[src/sv/bsfr_pkg.sv]
// Shared types and constants for the byte-stuffed frame receiver.
package bsfr_pkg;

  localparam int NUM_ENTRIES = 3;
  localparam int LEN_W       = 6;
  localparam int PADDR_W     = 5;

  localparam logic [7:0] HEAD_BYTE = 8'hFD;
  localparam logic [7:0] TAIL_BYTE = 8'hF8;
  localparam logic [7:0] ESC_BYTE  = 8'hFE;
  localparam logic [7:0] ESC_HEAD  = 8'h7D;
  localparam logic [7:0] ESC_TAIL  = 8'h78;
  localparam logic [7:0] ESC_ESC   = 8'h7E;

  // head, type, serial, checksum, tail
  localparam logic [LEN_W:0] LEN_OVERHEAD = 7'd5;

  localparam logic [1:0] ST_PAYLOAD  = 2'd0;
  localparam logic [1:0] ST_NO_MATCH = 2'd1;
  localparam logic [1:0] ST_BAD_SUM  = 2'd2;
  localparam logic [1:0] ST_OVERFLOW = 2'd3;

  localparam logic [2:0] REG_E0_TYPE = 3'd0;
  localparam logic [2:0] REG_E0_LEN  = 3'd1;
  localparam logic [2:0] REG_E1_TYPE = 3'd2;
  localparam logic [2:0] REG_E1_LEN  = 3'd3;
  localparam logic [2:0] REG_E2_TYPE = 3'd4;
  localparam logic [2:0] REG_E2_LEN  = 3'd5;
  localparam logic [2:0] REG_CS_EN   = 3'd6;

  typedef struct packed {
    logic [NUM_ENTRIES-1:0][7:0]       entry_type;
    logic [NUM_ENTRIES-1:0][LEN_W-1:0] entry_len;
    logic                              checksum_en;
  } cfg_t;

endpackage

[src/sv/bsfr_cfg.sv]
// APB configuration registers: type/length table and checksum enable.
module bsfr_cfg (
  input  logic                         clk_i,
  input  logic                         rst_ni,
  input  logic                         psel,
  input  logic                         penable,
  input  logic                         pwrite,
  input  logic [bsfr_pkg::PADDR_W-1:0] paddr,
  input  logic [31:0]                  pwdata,
  output logic [31:0]                  prdata,
  output logic                         pready,
  output bsfr_pkg::cfg_t               cfg_o
);
  import bsfr_pkg::*;

  cfg_t       cfg_q;
  logic       wr_en;
  logic [2:0] idx;

  assign wr_en  = psel && penable && pwrite;
  assign idx    = paddr[4:2];
  assign pready = 1'b1;
  assign cfg_o  = cfg_q;

  always_ff @(posedge clk_i or negedge rst_ni) begin
    if (!rst_ni) begin
      for (int e = 0; e < NUM_ENTRIES; e++) begin
        cfg_q.entry_type[e] <= '0;
        cfg_q.entry_len[e]  <= LEN_W'(1);
      end
      cfg_q.checksum_en <= 1'b0;
    end else if (wr_en) begin
      case (idx)
        REG_E0_TYPE: cfg_q.entry_type[0] <= pwdata[7:0];
        REG_E0_LEN:  cfg_q.entry_len[0]  <= pwdata[LEN_W-1:0];
        REG_E1_TYPE: cfg_q.entry_type[1] <= pwdata[7:0];
        REG_E1_LEN:  cfg_q.entry_len[1]  <= pwdata[LEN_W-1:0];
        REG_E2_TYPE: cfg_q.entry_type[2] <= pwdata[7:0];
        REG_E2_LEN:  cfg_q.entry_len[2]  <= pwdata[LEN_W-1:0];
        REG_CS_EN:   cfg_q.checksum_en   <= pwdata[0];
        default: ;
      endcase
    end
  end

  always_comb begin
    prdata = '0;
    case (idx)
      REG_E0_TYPE: prdata = 32'(cfg_q.entry_type[0]);
      REG_E0_LEN:  prdata = 32'(cfg_q.entry_len[0]);
      REG_E1_TYPE: prdata = 32'(cfg_q.entry_type[1]);
      REG_E1_LEN:  prdata = 32'(cfg_q.entry_len[1]);
      REG_E2_TYPE: prdata = 32'(cfg_q.entry_type[2]);
      REG_E2_LEN:  prdata = 32'(cfg_q.entry_len[2]);
      REG_CS_EN:   prdata = 32'(cfg_q.checksum_en);
      default:     prdata = '0;
    endcase
  end

endmodule

[src/sv/bsfr_store.sv]
// Frame byte store: one write port, one registered read port.
module bsfr_store #(
  parameter int DEPTH = 64,
  parameter int AW    = 6
) (
  input  logic          clk_i,
  input  logic          we_i,
  input  logic [AW-1:0] waddr_i,
  input  logic [7:0]    wdata_i,
  input  logic          re_i,
  input  logic [AW-1:0] raddr_i,
  output logic [7:0]    rdata_o
);

  logic [7:0] mem_q [DEPTH];
  logic [7:0] rdata_q;

  always_ff @(posedge clk_i) begin
    if (we_i) begin
      mem_q[waddr_i] <= wdata_i;
    end
  end

  always_ff @(posedge clk_i) begin
    if (re_i) begin
      rdata_q <= mem_q[raddr_i];
    end
  end

  assign rdata_o = rdata_q;

endmodule

[src/sv/byte_stuffed_frame_receiver.sv]
// Top level: byte-stuffed frame receiver with sequencer, checksum adder and output register.
//
//  channel | signals                                    | direction
//  --------+--------------------------------------------+----------
//  in      | in_valid_i, in_ready_o, byte_in_i          | request in
//  out     | out_valid_o, out_ready_i, status_o .. last_o | request out
//  cfg     | psel, penable, pwrite, paddr, pwdata, prdata | APB slave
//
// A byte that neither ends nor overflows a frame is taken in S_IDLE; an overflow passes
// S_OVF_RD, S_OVF_CAP and S_ONE. A tail byte (after S_PUTTAIL if escaped) reads bytes 1 to
// n-2 (at least byte 1) through the single read port in S_SCAN_RD and S_SCAN_ACC (one shared
// 8-bit adder builds the checksum), matches in S_EVAL, then sends a status result from S_ONE
// or each payload byte via S_EMIT_RD/S_EMIT_WR. Output stalls hold the sequencer in place.
// Reset clears control state; the frame store is not cleared.
module byte_stuffed_frame_receiver #(
  parameter int FRAME_BUFFER_BYTES = 64
) (
  input  logic                         clk_i,
  input  logic                         rst_ni,
  input  logic                         in_valid_i,
  output logic                         in_ready_o,
  input  logic [7:0]                   byte_in_i,
  output logic                         out_valid_o,
  input  logic                         out_ready_i,
  output logic [1:0]                   status_o,
  output logic [1:0]                   entry_index_o,
  output logic [7:0]                   frame_type_o,
  output logic [7:0]                   payload_byte_o,
  output logic [7:0]                   serial_number_o,
  output logic [7:0]                   checksum_byte_o,
  output logic                         last_o,
  input  logic                         psel,
  input  logic                         penable,
  input  logic                         pwrite,
  input  logic [bsfr_pkg::PADDR_W-1:0] paddr,
  input  logic [31:0]                  pwdata,
  output logic [31:0]                  prdata,
  output logic                         pready
);
  import bsfr_pkg::*;

  localparam int AW = $clog2(FRAME_BUFFER_BYTES);
  localparam int FW = $clog2(FRAME_BUFFER_BYTES + 1);

  typedef enum logic [3:0] {
    S_IDLE, S_PUTTAIL, S_SCAN_RD, S_SCAN_ACC, S_EVAL,
    S_EMIT_RD, S_EMIT_WR, S_OVF_RD, S_OVF_CAP, S_ONE
  } state_e;

  state_e           state_q;
  logic             head_q, esc_q;
  logic [FW-1:0]    fill_q;
  logic [AW-1:0]    ptr_q;
  logic [7:0]       sum_q, typ_q, ser_q, chk_q;
  logic [1:0]       st_q, idx_q;
  logic [LEN_W-1:0] len_q, cnt_q;

  logic             out_valid_q, out_last_q;
  logic [1:0]       out_st_q, out_idx_q;
  logic [7:0]       out_typ_q, out_pay_q, out_ser_q, out_chk_q;

  cfg_t             cfg;
  logic             mem_we, mem_re;
  logic [AW-1:0]    mem_waddr, mem_raddr;
  logic [7:0]       mem_wdata, rd_data;

  logic             accept, is_head, esc_now, do_store, tail_now, esc_tail, overflow;
  logic [7:0]       mapped;
  logic [FW-1:0]    base_fill;
  logic             full_now, slot_free;
  logic             n_ge5, sum_en, scan_done;
  logic [AW-1:0]    last_addr;
  logic             hit;
  logic [1:0]       hit_idx;
  logic             emit_last;
  logic             out_load;
  logic [1:0]       out_st_d, out_idx_d;
  logic [7:0]       out_pay_d;
  logic             out_last_d;

  bsfr_cfg u_cfg (
    .clk_i  (clk_i),
    .rst_ni (rst_ni),
    .psel   (psel),
    .penable(penable),
    .pwrite (pwrite),
    .paddr  (paddr),
    .pwdata (pwdata),
    .prdata (prdata),
    .pready (pready),
    .cfg_o  (cfg)
  );

  bsfr_store #(
    .DEPTH(FRAME_BUFFER_BYTES),
    .AW   (AW)
  ) u_store (
    .clk_i  (clk_i),
    .we_i   (mem_we),
    .waddr_i(mem_waddr),
    .wdata_i(mem_wdata),
    .re_i   (mem_re),
    .raddr_i(mem_raddr),
    .rdata_o(rd_data)
  );

  // input byte decode
  assign in_ready_o = (state_q == S_IDLE);
  assign accept     = in_valid_i && in_ready_o;
  assign is_head    = (byte_in_i == HEAD_BYTE);
  assign esc_now    = !is_head && esc_q;
  assign do_store   = is_head || (head_q && (esc_q || byte_in_i != ESC_BYTE));
  assign tail_now   = head_q && !is_head && !esc_q && (byte_in_i == TAIL_BYTE);
  assign esc_tail   = head_q && esc_now && (byte_in_i == TAIL_BYTE);
  assign base_fill  = is_head ? '0 : fill_q;
  assign full_now   = (fill_q == FW'(FRAME_BUFFER_BYTES));
  assign overflow   = do_store && (base_fill == FW'(FRAME_BUFFER_BYTES));

  always_comb begin
    mapped = byte_in_i;
    if (esc_now) begin
      case (byte_in_i)
        ESC_HEAD:  mapped = HEAD_BYTE;
        ESC_TAIL:  mapped = TAIL_BYTE;
        ESC_ESC:   mapped = ESC_BYTE;
        TAIL_BYTE: mapped = ESC_BYTE;
        default:   mapped = byte_in_i;
      endcase
    end
  end

  // scan bookkeeping
  assign n_ge5     = (fill_q >= FW'(LEN_OVERHEAD));
  assign sum_en    = ((FW+1)'(ptr_q) + (FW+1)'(3)) <= (FW+1)'(fill_q);
  assign last_addr = (fill_q >= FW'(4)) ? AW'(fill_q - FW'(2)) : AW'(1);
  assign scan_done = (ptr_q == last_addr);
  assign slot_free = !out_valid_q || out_ready_i;
  assign emit_last = ((cnt_q + LEN_W'(1)) == len_q);

  always_comb begin
    hit     = 1'b0;
    hit_idx = '0;
    for (int e = 0; e < NUM_ENTRIES; e++) begin
      if (typ_q == cfg.entry_type[e] &&
          7'(fill_q) == ({1'b0, cfg.entry_len[e]} + LEN_OVERHEAD)) begin
        hit     = 1'b1;
        hit_idx = 2'(e);
      end
    end
  end

  always_comb begin
    mem_we    = 1'b0;
    mem_waddr = AW'(base_fill);
    mem_wdata = mapped;
    mem_re    = 1'b0;
    mem_raddr = ptr_q;
    unique case (state_q)
      S_IDLE:    mem_we = accept && do_store && !overflow;
      S_PUTTAIL: begin
        mem_we    = !full_now;
        mem_waddr = AW'(fill_q);
        mem_wdata = TAIL_BYTE;
      end
      S_SCAN_RD: mem_re = 1'b1;
      S_EMIT_RD: begin
        mem_re    = 1'b1;
        mem_raddr = AW'(cnt_q + LEN_W'(2));
      end
      S_OVF_RD: begin
        mem_re    = 1'b1;
        mem_raddr = AW'(1);
      end
      default: ;
    endcase
  end

  always_comb begin
    out_load   = 1'b0;
    out_st_d   = st_q;
    out_idx_d  = idx_q;
    out_pay_d  = '0;
    out_last_d = 1'b1;
    unique case (state_q)
      S_ONE:     out_load = slot_free;
      S_EMIT_WR: begin
        out_load   = slot_free;
        out_st_d   = ST_PAYLOAD;
        out_pay_d  = rd_data;
        out_last_d = emit_last;
      end
      default: ;
    endcase
  end

  always_ff @(posedge clk_i or negedge rst_ni) begin
    if (!rst_ni) begin
      state_q     <= S_IDLE;
      head_q      <= 1'b0;
      esc_q       <= 1'b0;
      fill_q      <= '0;
      ptr_q       <= '0;
      sum_q       <= '0;
      typ_q       <= '0;
      ser_q       <= '0;
      chk_q       <= '0;
      st_q        <= ST_PAYLOAD;
      idx_q       <= '0;
      len_q       <= '0;
      cnt_q       <= '0;
      out_valid_q <= 1'b0;
      out_st_q    <= ST_PAYLOAD;
      out_idx_q   <= '0;
      out_typ_q   <= '0;
      out_pay_q   <= '0;
      out_ser_q   <= '0;
      out_chk_q   <= '0;
      out_last_q  <= 1'b0;
    end else begin
      if (out_load) begin
        out_valid_q <= 1'b1;
        out_st_q    <= out_st_d;
        out_idx_q   <= out_idx_d;
        out_typ_q   <= typ_q;
        out_pay_q   <= out_pay_d;
        out_ser_q   <= ser_q;
        out_chk_q   <= chk_q;
        out_last_q  <= out_last_d;
      end else if (out_ready_i) begin
        out_valid_q <= 1'b0;
      end

      unique case (state_q)
        S_IDLE: begin
          if (accept) begin
            if (is_head) begin
              head_q <= 1'b1;
              esc_q  <= 1'b0;
              fill_q <= FW'(1);
            end else if (head_q) begin
              if (!esc_q && byte_in_i == ESC_BYTE) begin
                esc_q <= 1'b1;
              end else if (overflow) begin
                head_q  <= 1'b0;
                esc_q   <= 1'b0;
                fill_q  <= '0;
                state_q <= S_OVF_RD;
              end else begin
                esc_q  <= 1'b0;
                fill_q <= fill_q + FW'(1);
                if (esc_tail) begin
                  head_q  <= 1'b0;
                  state_q <= S_PUTTAIL;
                end else if (tail_now) begin
                  head_q  <= 1'b0;
                  ptr_q   <= AW'(1);
                  sum_q   <= '0;
                  ser_q   <= '0;
                  chk_q   <= '0;
                  state_q <= S_SCAN_RD;
                end
              end
            end
          end
        end
        S_PUTTAIL: begin
          if (full_now) begin
            fill_q  <= '0;
            state_q <= S_OVF_RD;
          end else begin
            fill_q  <= fill_q + FW'(1);
            ptr_q   <= AW'(1);
            sum_q   <= '0;
            ser_q   <= '0;
            chk_q   <= '0;
            state_q <= S_SCAN_RD;
          end
        end
        S_SCAN_RD: state_q <= S_SCAN_ACC;
        S_SCAN_ACC: begin
          if (ptr_q == AW'(1)) typ_q <= rd_data;
          if (sum_en) sum_q <= sum_q + rd_data;
          if (n_ge5 && FW'(ptr_q) == fill_q - FW'(3)) ser_q <= rd_data;
          if (n_ge5 && FW'(ptr_q) == fill_q - FW'(2)) chk_q <= rd_data;
          if (scan_done) begin
            state_q <= S_EVAL;
          end else begin
            ptr_q   <= ptr_q + AW'(1);
            state_q <= S_SCAN_RD;
          end
        end
        S_EVAL: begin
          idx_q <= hit_idx;
          len_q <= cfg.entry_len[hit_idx];
          cnt_q <= '0;
          if (!hit) begin
            st_q    <= ST_NO_MATCH;
            state_q <= S_ONE;
          end else if (cfg.checksum_en && sum_q != chk_q) begin
            st_q    <= ST_BAD_SUM;
            state_q <= S_ONE;
          end else if (cfg.entry_len[hit_idx] == '0) begin
            fill_q  <= '0;
            state_q <= S_IDLE;
          end else begin
            state_q <= S_EMIT_RD;
          end
        end
        S_EMIT_RD: state_q <= S_EMIT_WR;
        S_EMIT_WR: begin
          if (out_load) begin
            if (emit_last) begin
              fill_q  <= '0;
              state_q <= S_IDLE;
            end else begin
              cnt_q   <= cnt_q + LEN_W'(1);
              state_q <= S_EMIT_RD;
            end
          end
        end
        S_OVF_RD: state_q <= S_OVF_CAP;
        S_OVF_CAP: begin
          typ_q   <= rd_data;
          ser_q   <= '0;
          chk_q   <= '0;
          st_q    <= ST_OVERFLOW;
          idx_q   <= '0;
          state_q <= S_ONE;
        end
        S_ONE: begin
          if (out_load) begin
            fill_q  <= '0;
            state_q <= S_IDLE;
          end
        end
        default: state_q <= S_IDLE;
      endcase
    end
  end

  assign out_valid_o     = out_valid_q;
  assign status_o        = out_st_q;
  assign entry_index_o   = out_idx_q;
  assign frame_type_o    = out_typ_q;
  assign payload_byte_o  = out_pay_q;
  assign serial_number_o = out_ser_q;
  assign checksum_byte_o = out_chk_q;
  assign last_o          = out_last_q;

  a_fill_bound: assert property (@(posedge clk_i) disable iff (!rst_ni)
    fill_q <= FW'(FRAME_BUFFER_BYTES))
    else $error("fill count beyond buffer size");

  a_idle_empty: assert property (@(posedge clk_i) disable iff (!rst_ni)
    (state_q == S_IDLE && !head_q) |-> (fill_q == '0))
    else $error("bytes held with no open frame");

  a_ovf_fields: assert property (@(posedge clk_i) disable iff (!rst_ni)
    (out_valid_o && status_o == ST_OVERFLOW) |->
      (payload_byte_o == '0 && entry_index_o == '0 && last_o))
    else $error("overflow result carries data");

  a_last_idle: assert property (@(posedge clk_i) disable iff (!rst_ni)
    (out_load && out_last_d) |=> (state_q == S_IDLE))
    else $error("sequencer busy after final result");

endmodule
[config.mk]
export PLATFORM = sky130hd
export DESIGN_NAME = byte_stuffed_frame_receiver
export DESIGN_NICKNAME = d
export VERILOG_FILES = /design/src/sv/bsfr_pkg.sv /design/src/sv/bsfr_cfg.sv /design/src/sv/bsfr_store.sv /design/src/sv/byte_stuffed_frame_receiver.sv
export SDC_FILE = /design/constraint.sdc
export NUM_CORES = 1
export LEC_CHECK = 0
export ABC_CLOCK_PERIOD_IN_PS = 3300
export BUFFER_PORTS_ARGS = -buffer_cell sky130_fd_sc_hd__buf_2
export CELL_PAD_IN_SITES_DETAIL_PLACEMENT = 0
export CELL_PAD_IN_SITES_GLOBAL_PLACEMENT = 1
export CORE_ASPECT_RATIO = 0.5
export CORE_MARGIN = 5
export CORE_UTILIZATION = 48
export DETAILED_ROUTE_END_ITERATION = 12
export GPL_ROUTABILITY_DRIVEN = 0
export PLACE_DENSITY = 0.82
export SLEW_MARGIN = 15
export SYNTH_ARGS = -nofsm -noshare
export SYNTH_HDL_FRONTEND = slang
export SYNTH_HIERARCHICAL = 1
export SYNTH_SLANG_ARGS = --single-unit
export TNS_END_PERCENT = 10
[constraint.sdc]
create_clock -name clk_i -period 3.3 [get_ports clk_i]
set_clock_uncertainty 0.1 [all_clocks]
set_input_delay 0 -clock clk_i [delete_from_list [all_inputs] [get_ports clk_i]]
set_output_delay 0 -clock clk_i [all_outputs]
set_load 0.05 [all_outputs]
**Word level (Yosys, flattened, before mapping)**

Memories as Yosys holds them, arrays and structs flattened. A register that Yosys moved wholly into a read port is not among the register bits.
Index checks and enable logic that the tools add are counted.

- Register bits: 148
- Memories: 1
- Input port bits: 52
- Word-level logic and storage cells: 260
- Memory bits (writable): 512
- Output and inout bits: 72

Memories:

| memory | depth | width | rd ports | clocked after memory_dff | write ports | line | text |
|---|---|---|---|---|---|---|---|
| u_store.mem_q | 64 | 8 | 1 | 1 | 1 | bsfr_store.sv:15 | `logic [7:0] mem_q [DEPTH];` |

- Equal/unequal tests: 60
- Magnitude comparators: 4
- Mux-type cells: 96
- Reduce and logical (&&, ||, !) cells: 60
- $add $sub $neg: 11

Operators by type and width:

| cell | count |
|---|---|
| $mux 8 | 15 |
| $mux 7 | 13 |
| $mux 6 | 14 |
| $pmux 8 s4 | 2 |
| $pmux 8 s7 | 1 |
| $reduce_and 10->1 | 5 |
| $pmux 8 s3 | 2 |
| $mux 4 | 11 |
| $pmux 4 s10 | 1 |
| $pmux 7 s5 | 1 |
| $ne 2x2->1 const B | 17 |
| $eq 8x7->1 const B | 3 |
| $eq 8x8->1 | 3 |
| $eq 8x8->1 const B | 3 |
| $pmux 6 s2 | 2 |
| $add 6x3->7 const B | 3 |
| $eq 7x7->1 | 3 |
| $logic_and 1x1->1 | 20 |
| $mux 1 | 20 |
| $reduce_and 2->1 | 10 |
| $pmux 6 s3 | 1 |
| $eq 4x3->1 const B | 4 |
| $pmux 8 s2 | 1 |
| $eq 6x7->1 | 2 |
| 42 further kinds | 74 |

**Longest topological paths before layout**

- Word-level depth: 13
- Depth in mapped cells: 15
- Depth with buffers taken out: 13

**Hierarchy**

Netlist, hierarchy kept.

Modules (own cells, without submodules):

| module | seq. area each (sq um) | cells an instance | times used | area an instance (sq um) |
|---|---|---|---|---|
| bsfr_store | 15615.0 | 972 | 1 | 20270.7 |
| byte_stuffed_frame_receiver | 2627.5 | 787 | 1 | 7225.7 |
| bsfr_cfg | 1079.8 | 179 | 1 | 2289.7 |

**Worst setup path after synthesis**

OpenSTA, ideal clock, no wires.

- Kind: register -> register
- Start point: register u_cfg.cfg_q, in the netlist u_cfg/cfg_o[7]
- End point: register fill_q[2]
- Arrival: 2991 ps
- Period minus slack after synthesis: 3241 ps
- Setup slack: 59 ps
- Library setup time: 151 ps
- Path buffers: 1
- Required time: 3049 ps
- Cell stages (with the launch flop): 12
- Cell sequence: dfstp_2 > ha_1 > xor2_1 > nor4_2 > o2111ai_2 > or4b_1 > buf_2 > a211oi_2 > o22ai_1 > nor4_2 > nand2b_1 > a31oi_1

- Cells in the longest elaborated chain, start to end: 10
- Elaborated cells on any way between the ends: 13
- Those cells by class: add/sub: 1; eq/ne: 3; mux: 6; reduce/logical: 3

Ends and longest elaborated chain:

| what | line | text |
|---|---|---|
| start, declared | bsfr_cfg.sv:16 | `cfg_t cfg_q;` |
| $add 6x3->7 | byte_stuffed_frame_receiver.sv:145 | `7'(fill_q) == ({1'b0, cfg.entry_len[e]} + LEN_OVERHEAD)) begin` |
| $eq 7x7->1 | byte_stuffed_frame_receiver.sv:145 |  |
| $logic_and 1x1->1 | byte_stuffed_frame_receiver.sv:144 | `if (typ_q == cfg.entry_type[e] &&` |
| $mux 1 | byte_stuffed_frame_receiver.sv:144 |  |
| $mux 2 | byte_stuffed_frame_receiver.sv:144 |  |
| $bmux 6 s2 | byte_stuffed_frame_receiver.sv:302 | `end else if (cfg.entry_len[hit_idx] == '0) begin` |
| $mux 6 (implied by the code) | byte_stuffed_frame_receiver.sv:302 |  |
| $logic_not 6->1 | byte_stuffed_frame_receiver.sv:302 |  |
| $ne 2x2->1 (no source line) | n/a |  |
| $reduce_and 10->1 (no source line) * | n/a |  |
| end signal, assigned | byte_stuffed_frame_receiver.sv:250 | `fill_q <= fill_q + FW'(1);` |
| end signal, assigned | byte_stuffed_frame_receiver.sv:271 | `fill_q <= fill_q + FW'(1);` |
| end, declared | byte_stuffed_frame_receiver.sv:52 | `logic [FW-1:0] fill_q;` |

Mark *: on every way between the ends. The rest lies on a longest branch, timed or not. The select of a mux whose other input is x is not followed.
A chain may end at the register's enable or synchronous reset.

**Worst setup path after layout**

- Start point: register fill_q[5]
- End point: memory u_store.mem_q[34][5] (enable)

- Cells in the longest elaborated chain, start to end: 8
- Elaborated cells on any way between the ends: 11
- Those cells by class: eq/ne: 2; mux: 5; reduce/logical: 4

Ends and longest elaborated chain:

| what | line | text |
|---|---|---|
| $mux 7 | byte_stuffed_frame_receiver.sv:115 | `assign base_fill = is_head ? '0 : fill_q;` |
| $eq 7x7->1 | byte_stuffed_frame_receiver.sv:117 | `assign overflow = do_store && (base_fill == FW'(FRAME_BUFFER_BYTES));` |
| $logic_and 1x1->1 | byte_stuffed_frame_receiver.sv:117 |  |
| $logic_not 1->1 | byte_stuffed_frame_receiver.sv:159 | `S_IDLE: mem_we = accept && do_store && !overflow;` |
| $logic_and 1x1->1 | byte_stuffed_frame_receiver.sv:159 |  |
| $pmux 1 s2 * | byte_stuffed_frame_receiver.sv:158 | `unique case (state_q)` |
| via mem_we | byte_stuffed_frame_receiver.sv:63 | `logic mem_we, mem_re;` |
| $mux 1 * | bsfr_store.sv:19 | `if (we_i) begin` |
| $mux 1 (implied by the code) * | bsfr_store.sv:20 | `mem_q[waddr_i] <= wdata_i;` |
| end, declared | bsfr_store.sv:15 |  |

The timed path passes the listed nets; every way through them passes the cells marked *.

==> key figures <==
Run status
  • Run status: completed

Global route
  • GRT Util Overall: 21.83%
  • Vias in the first global route: 17730
  • Global-route wire length before repair: 112200 um
  • Initial antenna violation count: 1
  • Largest net degree at the start of global routing: 78
  • Total congestion overflow: 0

Floorplanning
  • Initial Utilization: 48.62%
  • # rows: 64
  • Core area: 61260 um^2
  • IO Pins: 124
  • Die area: 67440 um^2
  • Die W: 362.3 um
  • Chip Height: 186.1 um

Clocking
  • Post-CTS Setup Inserts: 0
  • H-tree depth: 2
  • TritonCTS clock tree: built
  • Num CTS Buffers: 58
  • CTS max path bufs: 3
  • Clock latency on the worst-skew pair: 0.60 ns
  • Clock sink count: 668
  • Worst-path clk slew: 0.06 ns
  • CTS root buf: clkbuf_16

Yosys
  • Top_reg_cell synth: edfxtp_1
  • Post-synth top area share: 52.42%
  • Mapped Area: 29790 um^2
  • Post-synth EDFFs: 520
  • Top cells by area, synth: edfxtp_1 52%, dfrtp_1 12%, mux4_2 9.4%, mux2_2 2.8%, nor2_1 1.8%
  • Cell taking the most area after synthesis: edfxtp_1
  • Synth warn: 6
  • Top post-synthesis cells by count: 520 x edfxtp_1, 145 x dfrtp_1, 143 x nor2_1, 124 x mux4_2, 91 x nand2_1
  • FFs w/ async S/R, synth: 22.16%
  • Post-synthesis register bit count: 668
  • Gate Count Post-Synth: 1938
  • Syn Area/Cell: 15.37 um^2
  • Number of library cell types mapped by synthesis: 86
  • Post-synthesis sequential area ratio: 64.87%
  • Most frequent cell after synthesis: edfxtp_1

Worst setup path
  • Critical path buffers and inverters: 2
  • Worst reg2reg path depth: 11
  • Highest-delay cell along the critical path: nor2_1
  • Crit-path max FO: 8
  • CP required: 3.40 ns
  • RR Endpoint: u_store/mem_q[34][5]$_DFFE_PP_
  • CP delay by family, top: simple AND/OR/NAND/NOR gates
  • Worst setup SP type: flop
  • Critical Path Max Stage Delay: 0.77 ns
  • Critical path data arrival time: 3.36 ns
  • Kind of critical path: flop to flop
  • Crit path cell chain: or4_1 > nor4_1 > buf_4 > nand2b_1 > o21ai_0 > a21oi_1 > o21ai_0 > buf_4 > nand2_1 > or3_1 > nor2_1
  • Endpoint class of the critical path: flop
  • Flop2flop setup slack: 0.05 ns
  • FF-to-FF Start: fill_q[5]$_DFFE_PN0P_

STA
  • Min Tclk post-route: 3.255 ns
  • Actual slew at the worst max-slew pin: 1.118 ns
  • Fmax: 307.2 MHz
  • Final worst-path cycle share: 98.63%
  • Slew HR: 25.44%
  • Final Hold Viols: 0
  • Final setup fails: 0
  • Final Max Tran Viols: 0
  • RSZ-0062 raised after global routing: yes

Power
  • Peak VDD IR: 0.4909 mV
  • Final Total Pwr: 18.21 mW
  • PwrDens: 531.9 nW/um^2
  • Pleak: 12.61 nW

Route
  • Vias/cell: 6.013
  • Final wirelength: 74380 um
  • Via Count: 18170
  • Initial DRC Count: 2029
  • # DRC: 0
  • DR WL/cell: 24.61 um
  • Post-DRT Antenna Nets: 0
  • Pre-antenna DRT Iters: 5

Placed design
  • Detailed placement HPWL: 49920 um
  • I/O Buffers: 72
  • Placed instance area: 32030 um^2

Layout
  • Finished Cell Area: 34240 um^2
  • Ant diodes: 0
  • Final nets: 2234
  • Layout overhead on the synthesized area: 14.95%
  • Proportion of layout cells with a drive suffix above 1: 27.17%

Flow run
  • Maxcap violations: 0

Hold path
  • Worst Hold Path EP: u_cfg/cfg_o[25]$_DFFE_PN0P_
  • HP Start: pwdata[6]
  • Worst Hold Depth: 3
  • Worst min path class: input pin to flop
routing by layer:
layer | up-vias | wire [um] | share of wire [%] | GRT usage [%]
met5 | - | 13 | 0.017 | 0
met4 | 2 | 1666 | 2.2 | 5.404
met3 | 109 | 6214 | 8.4 | 3.312
met2 | 849 | 35980 | 48 | 36.68
met1 | 9286 | 30510 | 41 | 30.61
li1 | 7926 | - | - | -
cells in the final DEF, fill, tap and decap left out, types with 11 or more instances in the layout:
master	instances
xor2_1	34
nand4_1	16
o31ai_1	13
ha_1	29
nor3_1	26
inv_1	24
o22ai_1	26
xnor2_1	57
clkbuf_1	13
mux2_1	11
nand2_1	89
a21oi_1	37
buf_2	71
conb_1	25
and2_1	14
nor2_2	20
clkbuf_16	59
mux2i_1	38
buf_4	146
dlygate4sd3_1	23
edfxtp_1	520
o21ai_0	45
o21ai_1	17
buf_12	16
a31oi_1	14
nand3b_1	12
nor2_1	127
nor4_1	14
nand2b_1	13
mux4_2	124
nand3_1	42
mux2_2	75
dfrtp_1	145
clkinv_1	11
a22o_1	13
nor2b_1	21
worst max path at each step:
stage                                start                              to  slack, ns  cells after the start
6_report             fill_q[5]$_DFFE_PN0P_  u_store/mem_q[34][5]$_DFFE_PP_       0.05                     11
5_1_grt              fill_q[5]$_DFFE_PN0P_  u_store/mem_q[34][5]$_DFFE_PP_      -0.14                     11
4_1_cts        u_cfg/cfg_o[13]$_DFFE_PN1P_          state_q[2]$_DFFE_PN0P_      0.005                     12
3_5_place_dp    u_cfg/cfg_o[7]$_DFFE_PN1P_          state_q[0]$_DFFE_PN0P_      -0.11                     10
3_3_place_gp    u_cfg/cfg_o[7]$_DFFE_PN1P_          state_q[0]$_DFFE_PN0P_      -0.05                     10
2_1_floorplan   u_cfg/cfg_o[7]$_DFFE_PN1P_           fill_q[2]$_DFFE_PN0P_       0.06                     11
through the flow:
step / cells / utilization (%) / TNS, ns / setup slack, ns / hold WS [ns]
after floorplan: 1961 / - / 0 / 0.05878 / -0.3956
after global placement: 2893 / 52.29 / -0.2138 / -0.05179 / -0.02262
after detailed placement: 2893 / 52.29 / -0.4907 / -0.1065 / -0.02297
after CTS: 3022 / 55.75 / 0 / 0.005080 / 0.09931
after global routing: 3022 / 55.89 / -4.748 / -0.1443 / 0.1146
final: 3022 / 55.89 / 0 / 0.04519 / 0.1253
worst min-delay path: stages:
cell	delay [ns]
dlygate4sd3_1	0.53
buf_2	0.13
mux2_4	0.13
area by class of cell:
| cell class | instances | area, um^2 |
|---|---|---|
| Tap cell | 825 | 1032 |
| Sequential cell | 668 | 19320 |
| Timing Repair Buffer | 259 | 2052 |
| Fill cell | 4744 | 27020 |
| Clock inverter | 27 | 250.2 |
| Clock buffer | 78 | 1602 |
| Multi-Input combinational cell | 1136 | 9872 |
| Inverter | 29 | 108.9 |
power breakdown:
part | total [mW] | leakage (nW) | switching, mW | internal (mW)
clock | 6.66 | 0.893 | 3.02 | 3.65
combinational | 2.15 | 5.07 | 1.27 | 0.880
sequential | 9.39 | 6.65 | 0.163 | 9.23
kinds of logic after synthesis:
| group | after synthesis | synth area share [%] |
|---|---|---|
| muxes | 256 | 14.31 |
| buffers and inverters | 157 | 2.789 |
| and+or+nand+nor | 455 | 7.616 |
| other | 2 | 0.02521 |
| xor gates and xnor gates | 91 | 2.676 |
| AOI/OAI and AO/OA | 279 | 6.431 |
| DFF | 668 | 64.87 |
| adders and majority gates | 30 | 1.285 |
sequential cells by signal, indices dropped and copies added, names as in the netlist, 2 cells and up:
name,flops
u_store/mem_q,512
u_cfg/cfg_o,43
checksum_byte_o,8
chk_q,8
frame_type_o,8
payload_byte_o,8
ser_q,8
serial_number_o,8
sum_q,8
typ_q,8
u_store/rdata_o,8
fill_q,7
cnt_q,6
len_q,6
ptr_q,6
state_q,4
entry_index_o,2
idx_q,2
st_q,2
status_o,2
timing repair:
item,CTS,global route
hold buffers,24,0
resized for setup,3,27
pin swaps,0,6
endpoints found under the setup margin,8,183
endpoints found under the hold margin,212,0
No activity file was read; power rests on OpenSTA's default activity.
